==> src/hw/rtl/tone_band_bar_meter_defines.svh <==
// assertion macros for the tone band bar meter
// no dependencies; included by the files that carry assertions
`ifndef TONE_BAND_BAR_METER_DEFINES_SVH
`define TONE_BAND_BAR_METER_DEFINES_SVH

// consequent checked in the same cycle as the antecedent
`define TBBM_ASSERT_SAME(lbl, clk, rst, ante, cons, msg) \
   lbl: assert property (@(posedge clk) disable iff (rst) (ante) |-> (cons)) \
      else $error(msg);

// consequent checked in the cycle after the antecedent
`define TBBM_ASSERT_NEXT(lbl, clk, rst, ante, cons, msg) \
   lbl: assert property (@(posedge clk) disable iff (rst) (ante) |=> (cons)) \
      else $error(msg);

`endif

==> src/hw/rtl/tbbm_pkg.sv <==
// shared widths, register codes, reset values and the decay function
// used by all modules of the tone band bar meter; no dependencies
package tbbm_pkg;

   localparam int DIV_W  = 8;
   localparam int CTR_W  = 15;
   localparam int FS_W   = 6;
   localparam int PER_W  = 16;
   localparam int LVL_W  = 6;
   localparam int DEN_W  = DIV_W + PER_W;
   localparam int NB_W   = 24;
   localparam int PROD_W = FS_W + NB_W;
   localparam int BAR_CNT = 4;
   localparam int BAR_IDX_W = 2;

   localparam int CSR_IDX_W  = 3;
   localparam int CSR_DATA_W = 15;

   localparam logic [CSR_IDX_W-1:0] CSR_CLOCK_DIVIDER = 3'd0;
   localparam logic [CSR_IDX_W-1:0] CSR_CENTER_0      = 3'd1;
   localparam logic [CSR_IDX_W-1:0] CSR_CENTER_1      = 3'd2;
   localparam logic [CSR_IDX_W-1:0] CSR_CENTER_2      = 3'd3;
   localparam logic [CSR_IDX_W-1:0] CSR_CENTER_3      = 3'd4;
   localparam logic [CSR_IDX_W-1:0] CSR_FULL_SCALE    = 3'd5;

   localparam logic [DIV_W-1:0] RST_CLOCK_DIVIDER = 8'd35;
   localparam logic [CTR_W-1:0] RST_CENTER_0      = 15'd63;
   localparam logic [CTR_W-1:0] RST_CENTER_1      = 15'd160;
   localparam logic [CTR_W-1:0] RST_CENTER_2      = 15'd400;
   localparam logic [CTR_W-1:0] RST_CENTER_3      = 15'd1200;
   localparam logic [FS_W-1:0]  RST_FULL_SCALE    = 6'd44;

   // floor(4*x/5) as x*205 >> 8, exact for six-bit x
   function automatic logic [LVL_W-1:0] decay_level(input logic [LVL_W-1:0] lvl);
      logic [LVL_W+7:0] prod;
      prod = {8'b0, lvl} * (LVL_W+8)'(205);
      return prod[LVL_W+7:8];
   endfunction

endpackage

==> src/hw/rtl/tbbm_freq_div.sv <==
// bit-serial restoring divider: frequency = REF_CLOCK_HZ*256 / divisor
// one quotient bit per cycle; uses tbbm_pkg
module tbbm_freq_div #(
   parameter int unsigned REF_CLOCK_HZ = 125000000,
   localparam longint unsigned DIVIDEND = 64'(REF_CLOCK_HZ) << 8,
   localparam int FW = $clog2(DIVIDEND + 1)
) (
   input  logic                      clock,
   input  logic                      reset,
   input  logic                      start,
   input  logic [tbbm_pkg::DEN_W-1:0] divisor,
   output logic [FW-1:0]             quotient,
   output logic                      done
);

   localparam int CNT_W = $clog2(FW);

   logic [tbbm_pkg::DEN_W-1:0] rem_ff, rem_in;
   logic [FW-1:0]              quo_ff, quo_in;
   logic [CNT_W-1:0]           cnt_ff, cnt_in;
   logic                       run_ff, run_in;
   logic                       done_ff, done_in;
   logic [tbbm_pkg::DEN_W:0]   trial;
   logic                       fits;

   assign trial = {rem_ff, quo_ff[FW-1]};
   assign fits  = trial >= {1'b0, divisor};

   always_comb begin
      rem_in  = rem_ff;
      quo_in  = quo_ff;
      cnt_in  = cnt_ff;
      run_in  = run_ff;
      done_in = 1'b0;
      if (start) begin
         rem_in = '0;
         quo_in = FW'(DIVIDEND);
         cnt_in = '0;
         run_in = 1'b1;
      end else if (run_ff) begin
         // dividend bits leave at the top while quotient bits enter at the bottom
         rem_in = fits ? tbbm_pkg::DEN_W'(trial - {1'b0, divisor})
                       : trial[tbbm_pkg::DEN_W-1:0];
         quo_in = {quo_ff[FW-2:0], fits};
         cnt_in = cnt_ff + 1'b1;
         if (cnt_ff == CNT_W'(FW - 1)) begin
            run_in  = 1'b0;
            done_in = 1'b1;
         end
      end
   end

   always_ff @(posedge clock) begin
      rem_ff <= rem_in;
      quo_ff <= quo_in;
      cnt_ff <= cnt_in;
      if (reset) begin
         run_ff  <= 1'b0;
         done_ff <= 1'b0;
      end else begin
         run_ff  <= run_in;
         done_ff <= done_in;
      end
   end

   assign quotient = quo_ff;
   assign done     = done_ff;

endmodule

==> src/hw/rtl/tbbm_level_div.sv <==
// serial divider for one bar level: floor(product / den), six quotient bits
// one bit per cycle with a shifting divisor; uses tbbm_pkg
module tbbm_level_div (
   input  logic                       clock,
   input  logic                       reset,
   input  logic                       start,
   input  logic [tbbm_pkg::PROD_W-1:0] product,
   input  logic [tbbm_pkg::NB_W-1:0]   den,
   output logic [tbbm_pkg::LVL_W-1:0]  level,
   output logic                       done
);

   localparam int PW    = tbbm_pkg::PROD_W;
   localparam int LW    = tbbm_pkg::LVL_W;
   localparam int CNT_W = $clog2(LW);

   logic [PW-1:0]    rem_ff, rem_in;
   logic [PW-1:0]    dsh_ff, dsh_in;
   logic [LW-1:0]    q_ff, q_in;
   logic [CNT_W-1:0] cnt_ff, cnt_in;
   logic             run_ff, run_in;
   logic             done_ff, done_in;
   logic             fits;

   assign fits = rem_ff >= dsh_ff;

   always_comb begin
      rem_in  = rem_ff;
      dsh_in  = dsh_ff;
      q_in    = q_ff;
      cnt_in  = cnt_ff;
      run_in  = run_ff;
      done_in = 1'b0;
      if (start) begin
         rem_in = product;
         // divisor aligned to the top quotient bit
         dsh_in = PW'({den, (LW - 1)'(0)});
         q_in   = '0;
         cnt_in = '0;
         run_in = 1'b1;
      end else if (run_ff) begin
         rem_in = fits ? rem_ff - dsh_ff : rem_ff;
         dsh_in = dsh_ff >> 1;
         q_in   = {q_ff[LW-2:0], fits};
         cnt_in = cnt_ff + 1'b1;
         if (cnt_ff == CNT_W'(LW - 1)) begin
            run_in  = 1'b0;
            done_in = 1'b1;
         end
      end
   end

   always_ff @(posedge clock) begin
      rem_ff <= rem_in;
      dsh_ff <= dsh_in;
      q_ff   <= q_in;
      cnt_ff <= cnt_in;
      if (reset) begin
         run_ff  <= 1'b0;
         done_ff <= 1'b0;
      end else begin
         run_ff  <= run_in;
         done_ff <= done_in;
      end
   end

   assign level = q_ff;
   assign done  = done_ff;

endmodule

==> src/hw/rtl/tone_band_bar_meter.sv <==
// Four-bar peak-hold spectrum meter driven by tone periods. One request is
// taken at a time and gives one response with the four bar levels. A note
// event first finds the frequency with a bit-serial divider, one quotient bit
// per cycle, into FW bits, the width of REF_CLOCK_HZ*256 (35 bits by default);
// then each bar passes through setup, a 6x24 multiply and a six-step level
// divider, or only setup and the multiply when the tone lies outside its band,
// and all bars then decay. A decay tick only decays the bars, and a rest goes
// straight to completion.
// A finished response waits in an output register, so the next request is
// taken while it is still pending; completion only waits when that register
// still holds an unaccepted response.
// Depends on tbbm_pkg, tbbm_freq_div, tbbm_level_div and the defines header.
`include "tone_band_bar_meter_defines.svh"

module tone_band_bar_meter #(
   parameter int unsigned REF_CLOCK_HZ = 125000000
) (
   input  logic                              clock,
   input  logic                              reset,
   input  logic                              req_valid,
   output logic                              req_stall,
   input  logic                              req_command,
   input  logic [tbbm_pkg::PER_W-1:0]        req_tone_period,
   output logic                              rsp_valid,
   input  logic                              rsp_stall,
   output logic [tbbm_pkg::LVL_W-1:0]        rsp_bar_level_0,
   output logic [tbbm_pkg::LVL_W-1:0]        rsp_bar_level_1,
   output logic [tbbm_pkg::LVL_W-1:0]        rsp_bar_level_2,
   output logic [tbbm_pkg::LVL_W-1:0]        rsp_bar_level_3,
   input  logic                              csr_write,
   input  logic [tbbm_pkg::CSR_IDX_W-1:0]    csr_index,
   input  logic [tbbm_pkg::CSR_DATA_W-1:0]   csr_data
);

   localparam longint unsigned DIVIDEND = 64'(REF_CLOCK_HZ) << 8;
   localparam int FW    = $clog2(DIVIDEND + 1);
   localparam int TH_W  = tbbm_pkg::CTR_W + 2 + 8;
   localparam int CMP_W = (FW > TH_W) ? FW : TH_W;
   localparam int CW    = tbbm_pkg::CTR_W;
   localparam int LW    = tbbm_pkg::LVL_W;
   localparam int NB_W  = tbbm_pkg::NB_W;

   typedef enum logic [3:0] {
      ST_IDLE,
      ST_SCALE,
      ST_FDIV_GO,
      ST_FDIV_WAIT,
      ST_BAR_SETUP,
      ST_BAR_MUL,
      ST_LDIV_GO,
      ST_LDIV_WAIT,
      ST_BAR_UPDATE,
      ST_DECAY,
      ST_DONE
   } state_type;

   state_type state_ff, state_in;

   logic [tbbm_pkg::DIV_W-1:0] clock_divider_ff;
   logic [CW-1:0]              center_0_ff, center_1_ff, center_2_ff, center_3_ff;
   logic [tbbm_pkg::FS_W-1:0]  full_scale_ff;

   logic [LW-1:0] bar_ff [tbbm_pkg::BAR_CNT];
   logic [LW-1:0] bar_in [tbbm_pkg::BAR_CNT];
   logic [LW-1:0] rsp_lvl_ff [tbbm_pkg::BAR_CNT];
   logic [LW-1:0] rsp_lvl_in [tbbm_pkg::BAR_CNT];
   logic          rsp_valid_ff, rsp_valid_in;

   logic [tbbm_pkg::PER_W-1:0]   per_ff, per_in;
   logic [tbbm_pkg::DEN_W-1:0]   fden_ff, fden_in;
   logic [tbbm_pkg::BAR_IDX_W-1:0] idx_ff, idx_in;
   logic [NB_W-1:0]              num_ff, num_in;
   logic [NB_W-1:0]              den_ff, den_in;
   logic                         hit_ff, hit_in;
   logic [tbbm_pkg::PROD_W-1:0]  prod_ff, prod_in;
   logic [LW-1:0]                lvl_ff, lvl_in;

   logic [tbbm_pkg::DIV_W-1:0] div_eff;
   logic [FW-1:0]              freq;
   logic                       fdiv_done;
   logic [LW-1:0]              lvl_q;
   logic                       lvl_done;

   // band edges of the selected bar
   logic [CW+1:0]   edge_l, edge_c, edge_r;
   logic            r_neg;
   logic [CW+2:0]   r3_wide;
   logic [CMP_W-1:0] f_ext, th_l, th_c, th_r;
   logic            rise, fall;
   logic [CMP_W-1:0] rise_num, rise_den, fall_num, fall_den;

   assign div_eff = (clock_divider_ff == '0) ? tbbm_pkg::DIV_W'(1) : clock_divider_ff;

   tbbm_freq_div #(
      .REF_CLOCK_HZ(REF_CLOCK_HZ)
   ) u_freq_div (
      .clock   (clock),
      .reset   (reset),
      .start   (state_ff == ST_FDIV_GO),
      .divisor (fden_ff),
      .quotient(freq),
      .done    (fdiv_done)
   );

   tbbm_level_div u_level_div (
      .clock  (clock),
      .reset  (reset),
      .start  (state_ff == ST_LDIV_GO),
      .product(prod_ff),
      .den    (den_ff),
      .level  (lvl_q),
      .done   (lvl_done)
   );

   // bar 3 falls to twice its centre minus the previous centre
   assign r3_wide = {2'b0, center_3_ff, 1'b0} - {3'b0, center_2_ff};

   always_comb begin
      edge_l = '0;
      edge_c = '0;
      edge_r = '0;
      r_neg  = 1'b0;
      unique case (idx_ff)
         2'd0: begin
            edge_c = {2'b0, center_0_ff};
            edge_r = {2'b0, center_1_ff};
         end
         2'd1: begin
            edge_l = {2'b0, center_0_ff};
            edge_c = {2'b0, center_1_ff};
            edge_r = {2'b0, center_2_ff};
         end
         2'd2: begin
            edge_l = {2'b0, center_1_ff};
            edge_c = {2'b0, center_2_ff};
            edge_r = {2'b0, center_3_ff};
         end
         default: begin
            edge_l = {2'b0, center_2_ff};
            edge_c = {2'b0, center_3_ff};
            edge_r = r3_wide[CW+1:0];
            r_neg  = r3_wide[CW+2];
         end
      endcase
   end

   assign f_ext = CMP_W'(freq);
   assign th_l  = CMP_W'({edge_l, 8'b0});
   assign th_c  = CMP_W'({edge_c, 8'b0});
   assign th_r  = CMP_W'({edge_r, 8'b0});
   assign rise  = (f_ext >= th_l) && (f_ext <= th_c);
   assign fall  = !r_neg && (f_ext > th_c) && (f_ext <= th_r);
   assign rise_num = f_ext - th_l;
   assign rise_den = th_c - th_l;
   assign fall_num = th_r - f_ext;
   assign fall_den = th_r - th_c;

   always_comb begin
      state_in     = state_ff;
      bar_in       = bar_ff;
      rsp_lvl_in   = rsp_lvl_ff;
      rsp_valid_in = rsp_valid_ff && rsp_stall;
      per_in       = per_ff;
      fden_in      = fden_ff;
      idx_in       = idx_ff;
      num_in       = num_ff;
      den_in       = den_ff;
      hit_in       = hit_ff;
      prod_in      = prod_ff;
      lvl_in       = lvl_ff;
      unique case (state_ff)
         ST_IDLE: begin
            if (req_valid) begin
               per_in = req_tone_period;
               if (req_command) begin
                  state_in = ST_DECAY;
               end else if (req_tone_period == '0) begin
                  state_in = ST_DONE;
               end else begin
                  state_in = ST_SCALE;
               end
            end
         end
         ST_SCALE: begin
            fden_in  = {{tbbm_pkg::PER_W{1'b0}}, div_eff} * {{tbbm_pkg::DIV_W{1'b0}}, per_ff};
            state_in = ST_FDIV_GO;
         end
         ST_FDIV_GO: begin
            state_in = ST_FDIV_WAIT;
         end
         ST_FDIV_WAIT: begin
            if (fdiv_done) begin
               idx_in   = '0;
               state_in = ST_BAR_SETUP;
            end
         end
         ST_BAR_SETUP: begin
            num_in   = rise ? rise_num[NB_W-1:0] : fall_num[NB_W-1:0];
            den_in   = rise ? rise_den[NB_W-1:0] : fall_den[NB_W-1:0];
            // a zero-width rising edge gives no level
            hit_in   = rise ? (rise_den != '0) : fall;
            state_in = ST_BAR_MUL;
         end
         ST_BAR_MUL: begin
            prod_in = {{NB_W{1'b0}}, full_scale_ff} * {{tbbm_pkg::FS_W{1'b0}}, num_ff};
            lvl_in  = '0;
            state_in = hit_ff ? ST_LDIV_GO : ST_BAR_UPDATE;
         end
         ST_LDIV_GO: begin
            state_in = ST_LDIV_WAIT;
         end
         ST_LDIV_WAIT: begin
            if (lvl_done) begin
               lvl_in   = lvl_q;
               state_in = ST_BAR_UPDATE;
            end
         end
         ST_BAR_UPDATE: begin
            // peak hold
            if (lvl_ff > bar_ff[idx_ff]) begin
               bar_in[idx_ff] = lvl_ff;
            end
            if (idx_ff == tbbm_pkg::BAR_IDX_W'(tbbm_pkg::BAR_CNT - 1)) begin
               state_in = ST_DECAY;
            end else begin
               idx_in   = idx_ff + 1'b1;
               state_in = ST_BAR_SETUP;
            end
         end
         ST_DECAY: begin
            for (int i = 0; i < tbbm_pkg::BAR_CNT; i++) begin
               bar_in[i] = tbbm_pkg::decay_level(bar_ff[i]);
            end
            state_in = ST_DONE;
         end
         ST_DONE: begin
            if (!rsp_valid_ff || !rsp_stall) begin
               rsp_lvl_in   = bar_ff;
               rsp_valid_in = 1'b1;
               state_in     = ST_IDLE;
            end
         end
         default: begin
            state_in = ST_IDLE;
         end
      endcase
   end

   always_ff @(posedge clock) begin
      rsp_lvl_ff <= rsp_lvl_in;
      per_ff     <= per_in;
      fden_ff    <= fden_in;
      idx_ff     <= idx_in;
      num_ff     <= num_in;
      den_ff     <= den_in;
      hit_ff     <= hit_in;
      prod_ff    <= prod_in;
      lvl_ff     <= lvl_in;
      if (reset) begin
         state_ff         <= ST_IDLE;
         rsp_valid_ff     <= 1'b0;
         bar_ff           <= '{default: '0};
         clock_divider_ff <= tbbm_pkg::RST_CLOCK_DIVIDER;
         center_0_ff      <= tbbm_pkg::RST_CENTER_0;
         center_1_ff      <= tbbm_pkg::RST_CENTER_1;
         center_2_ff      <= tbbm_pkg::RST_CENTER_2;
         center_3_ff      <= tbbm_pkg::RST_CENTER_3;
         full_scale_ff    <= tbbm_pkg::RST_FULL_SCALE;
      end else begin
         state_ff     <= state_in;
         rsp_valid_ff <= rsp_valid_in;
         bar_ff       <= bar_in;
         if (csr_write) begin
            unique case (csr_index)
               tbbm_pkg::CSR_CLOCK_DIVIDER: clock_divider_ff <= csr_data[tbbm_pkg::DIV_W-1:0];
               tbbm_pkg::CSR_CENTER_0:      center_0_ff      <= csr_data[CW-1:0];
               tbbm_pkg::CSR_CENTER_1:      center_1_ff      <= csr_data[CW-1:0];
               tbbm_pkg::CSR_CENTER_2:      center_2_ff      <= csr_data[CW-1:0];
               tbbm_pkg::CSR_CENTER_3:      center_3_ff      <= csr_data[CW-1:0];
               tbbm_pkg::CSR_FULL_SCALE:    full_scale_ff    <= csr_data[tbbm_pkg::FS_W-1:0];
               default: begin
               end
            endcase
         end
      end
   end

   assign req_stall       = (state_ff != ST_IDLE);
   assign rsp_valid       = rsp_valid_ff;
   assign rsp_bar_level_0 = rsp_lvl_ff[0];
   assign rsp_bar_level_1 = rsp_lvl_ff[1];
   assign rsp_bar_level_2 = rsp_lvl_ff[2];
   assign rsp_bar_level_3 = rsp_lvl_ff[3];

   `TBBM_ASSERT_SAME(a_level_in_scale, clock, reset, lvl_done, lvl_q <= full_scale_ff, "bar level above full scale")
   `TBBM_ASSERT_NEXT(a_rsp_from_done, clock, reset, state_ff == ST_DONE && !(rsp_valid_ff && rsp_stall), rsp_valid_ff && state_ff == ST_IDLE, "response not loaded on completion")
   `TBBM_ASSERT_NEXT(a_decay_lowers, clock, reset, state_ff == ST_DECAY, bar_ff[0] <= $past(bar_ff[0]) && bar_ff[3] <= $past(bar_ff[3]), "decay raised a bar")

endmodule
==> config.mk <==
export PLATFORM = sky130hd
export DESIGN_NAME = tone_band_bar_meter
export DESIGN_NICKNAME = d
export VERILOG_FILES = /design/src/hw/rtl/tbbm_pkg.sv /design/src/hw/rtl/tbbm_freq_div.sv /design/src/hw/rtl/tbbm_level_div.sv /design/src/hw/rtl/tone_band_bar_meter.sv
export VERILOG_INCLUDE_DIRS = /design/src /design/src/hw/rtl
export SDC_FILE = /design/constraint.sdc
export NUM_CORES = 2
export LEC_CHECK = 0
export BUFFER_PORTS_ARGS = -buffer_cell sky130_fd_sc_hd__buf_2
export CAP_MARGIN = 20
export CORE_MARGIN = 1
export CORE_UTILIZATION = 55
export CTS_BUF_LIST = sky130_fd_sc_hd__clkbuf_8
export DETAILED_ROUTE_END_ITERATION = 12
export PLACE_DENSITY = 0.71
export SYNTH_ARGS = -nofsm -noshare
export SYNTH_HDL_FRONTEND = slang
export SYNTH_SLANG_ARGS = --single-unit
==> constraint.sdc <==
create_clock -name clock -period 6.66 [get_ports clock]
set_input_delay 1.332 -clock clock [delete_from_list [all_inputs] [get_ports clock]]
set_output_delay 1.332 -clock clock [all_outputs]
set_load 0.005 [all_outputs]
==> summary.md <==
| Metric | Value |
|---|---|
| Area contributors post-synth | edfxtp_1 (18%), ha_1 (13%), fa_1 (12%) |
| Total clock sinks | around 380 |
| Synth warnings | 0 |
| Routed Antenna Nets | 0 |
| Combinational share of power | 0.557 |
| Hold Path Class | flip-flop to flip-flop |
| Die Height | approximately 250 um |
| Hold Crit Endpoint | center_0_ff[13] |
| CTS tree | done |
| DRC | 0 |
| Drt total wl | 73.8 mm |
| Mean Syn Cell Area | 9.10 um^2 |
| Register-to-register setup slack | 1.28 ns |
| WL per Instance | roughly 17 um |
| # setup viols final | 0 |
| Power share of the clock group | 0.172 |
| CTS buffer count | just under 70 |
| Cell Pwr Density | 375 nW/um^2 |
| Iter 0 DRT Violations | between 1500 and 2000 |
| Core Rows | between 80 and 90 |
| Delay of the slowest cell on the worst path | approximately 0.64 ns |
| WP data required | 7.03 ns |
| Hold WS | between 0.4 and 0.5 ns |
| Slowest stage cell, crit path | dfxtp_1 |
| TritonRoute pass-1 iters | 6 |
| WP data arrival | ~5.8 ns |
| Starting Density | 0.558 |
| Number of synthesized flops with an enable pin | between 150 and 200 |
| Cell mode on critical path | fa_1 |
| Post-CTS repair timing setup buffer count | 0 |
| CTS Root Cell | clkbuf_8 |
| Final Worst Setup Slack | 1.28 ns |
| Fillcell total | around 5200 |
| Hold Path Depth | 2 |
| Die X | ~250 um |
| Sequential power share | 0.271 |
| Via count | around 25000 |
| Placed wire-length estimate | around 56 mm |
| Yosys top cell by area | edfxtp_1 |
| Setup TNS | 0 ns |
| Ys flop type | edfxtp_1 |
| Yosys reg bits | 383 |
| Final global-route overflow total | 0 |
| Setup slack after placement | between 1 and 1.5 ns |
| CTS H-tree lvls | 3 |
| Nets | 4232 |
| First-pass GRT wire length | approximately 120 mm |
| Max-slew headroom | 0.303 |
| Fmax | ~190 MHz |
| Number of global-route vias before repair | 24100 |
| Clk pin slew, worst setup/hold paths | 0.06 ns |
| Fraction of layout cells with a size suffix above 1 | 0.0655 |
| Clock Path Buffers | 3 |
| Initial antenna violation count | 2 |
| Endpoint class of the critical path | flip-flop |
| Critical R2R Launch | clock_divider_ff[7] |
| Fraction of registers with async set/reset | 0 |
| Syn-to-layout area delta | 7.54% |
| CP cell instances | nand2_1, fa_1, fa_1, inv_1, fa_1, inv_1, fa_1, inv_1, ha_1, a21boi_0, o211ai_1, a31oi_1, a311oi_1, o221ai_1, a21oi_1, xnor2_1 |
| Port-buffer cells | between 60 and 70 |
| Die Footprint | between 60000 and 70000 um^2 |
| Critical R2R Capture | fden_ff[23] |
| Worst Hold Launch | center_0_ff[13] |
| Final worst path period need | 5.38 ns |
| Peak supply drop | between 0.0002 and 0.0003 V |
| I/O pin cnt | 66 |
| Placer congestion estimate | 0.919 |
| Sw frac | 0.420 |
| Worst clock skew | ~0.039 ns |
| Yosys top cell area share | 0.180 |
| Placed cell count | ~4300 |
| Critical path class | flip-flop to flip-flop |
| Fin. max-slew vios | 0 |
| Hold_buf cts | 0 |
| # Max-Cap Violations | 0 |
| Slew @ Worst Pin | approximately 1.0 ns |
| Total global-route track usage | 0.247 |
| Startpoint types | flip-flop |
| Fin area | approximately 35000 um^2 |
| Net Count, Synth | ~4200 |
| Hold Vio Cnt, Final | 0 |
| Switch Pwr | between 5 and 6 mW |
| Post-Layout Cell Count | roughly 4500 |
| Crit Path Max Fanout | 18 |
| Post-DP Area | approximately 34000 um^2 |
| Post-Syn Area | ~33000 um^2 |
| P_int | just under 8 mW |
| Sequential area share after synthesis | 0.293 |
| Leak | 16.2 nW |
| RSZ-0062 raised after global routing | false |
| Core Area | about 60000 um^2 |
| Worst-Skew Late Latency | approximately 0.66 ns |
| Status | completed |
| Crit share post-route | 0.808 |
| Mapped Cells | between 3000 and 4000 |
| FF-to-FF path depth | 16 |
| CTS resizes | 0 |
| Unique masters post-synth | 72 |
| Vias/cell | roughly 5.6 |
| Pin count of the biggest net entering global routing | 97 |
[cells in the mapped netlist, drive strengths merged (42+ instances only)]
cell type and n:
inv 379, mux2i 88, and2 150, nor2b 50
fa 203, nand2 458, nor3 44, dfxtp 186
ha 348, edfxtp 197, a21oi 238, xnor2 111
xor2 72, clkbuf 108, nand3 54, nor2 240
o21ai 121, a211oi 42, a21o 81
[critical path, delay by kind of cell, from the launching register on]
kind | cells | cell delay (ns)
AO/OA/AOI/OAI | 6 | 1.62
XOR/XNOR | 1 | 0.09
adder cells (fa/ha/maj) | 5 | 2.47
buffers and inverters | 3 | 0.14
flip-flops | 1 | 0.64
AND/OR/NAND/NOR | 1 | 0.15
[sequential cells by signal (all words and copies together) (netlist names), 8 cells and up]
name / flops
den_ff: 16
clock_divider_ff: 8
per_ff: 16
prod_ff: 30
center_2_ff: 15
u_level_div.dsh_ff: 29
num_ff: 24
bar_ff: 24
center_0_ff: 15
center_3_ff: 15
u_freq_div.quotient: 35
center_1_ff: 15
fden_ff: 24
u_freq_div.rem_ff: 24
u_level_div.rem_ff: 30
[power groups by stage]
| stage | registers (mW) | logic [mW] | clock network (mW) |
|---|---|---|---|
| finish | 3.60 | 7.39 | 2.28 |
| global route | 3.65 | 8.38 | 2.41 |
| CTS | 3.59 | 7.36 | 2.33 |
| detailed placement | 3.64 | 7.32 | 0 |
| global placement | 3.63 | 7.22 | 0 |
| floorplan | 3.47 | 5.98 | 0 |
[cell usage in the layout (no fill, tap or decap), types with 22 or more instances in the layout]
master,n
nand2_1,458
inv_1,399
ha_1,347
nor2_1,237
a21oi_1,237
fa_1,203
edfxtp_1,197
dfxtp_1,185
and2_1,149
o21ai_0,118
xnor2_1,111
mux2i_1,88
a21o_1,81
clkbuf_8,75
xor2_1,72
buf_2,64
nand3_1,54
nor2b_1,50
nor3_1,42
a211oi_1,42
nand2b_1,37
o21a_1,32
o211ai_1,22
nand3b_1,22
[layer usage]
metal | share of wire | vias to the layer above | wire length, um | track usage
met3 | 0.053 | 108 | 3900 | 0.0338
met5 | 0 | - | 0 | 0
met1 | 0.49 | 12000 | 36000 | 0.355
met2 | 0.44 | 612 | 32300 | 0.386
met4 | 0.022 | 0 | 1600 | 0.0674
li1 | - | 12500 | - | -
[layout make-up]
| class | instances | area (um^2) | area share |
|---|---|---|---|
| multi-input combinational | 2720 | 21400 | 0.604 |
| clock buffer | 75 | 1030 | 0.0292 |
| inverter | 379 | 1420 | 0.0402 |
| antenna | 1 | 2.50 | 0.0000707 |
| tap | 773 | 967 | 0.0273 |
| clock inverter | 49 | 360 | 0.0102 |
| timing repair buffer | 88 | 578 | 0.0163 |
| sequential | 383 | 9640 | 0.272 |
[logic make-up (layout without fill, tap and decap cells)]
group / count (synthesis) / after routing / synth area share
compound gates: 718 / 718 / 0.141
simple gates: 1157 / 1157 / 0.166
other cells: 0 / 1 / 0
flops: 383 / 383 / 0.293
fa+ha+maj: 551 / 551 / 0.256
mux: 111 / 111 / 0.0367
buf+inv: 511 / 591 / 0.0588
xor+xnor: 183 / 183 / 0.0487
[how the worst max path moves through the flow]
| stage | slack (ns) | from | to | depth (start not counted) |
|---|---|---|---|---|
| 2_1_floorplan | 1.74 | clock_divider_ff[7] | fden_ff[23] | 17 |
| 3_5_place_dp | 1.31 | clock_divider_ff[6] | fden_ff[23] | 15 |
| 4_1_cts | 1.29 | clock_divider_ff[6] | fden_ff[23] | 15 |
| 5_1_grt | 1.00 | clock_divider_ff[7] | fden_ff[23] | 16 |
| 3_3_place_gp | 1.41 | clock_divider_ff[7] | fden_ff[23] | 16 |
| 6_report | 1.28 | clock_divider_ff[7] | fden_ff[23] | 16 |
[per-stage QoR]
step / power (mW) / utilization
after floorplan: 9.44 / -
after global placement: 10.9 / 0.575
after detailed placement: 11.0 / 0.575
after CTS: 13.3 / 0.598
after global routing: 14.4 / 0.600
final: 13.3 / 0.600
(Power assumes the default switching activity.)
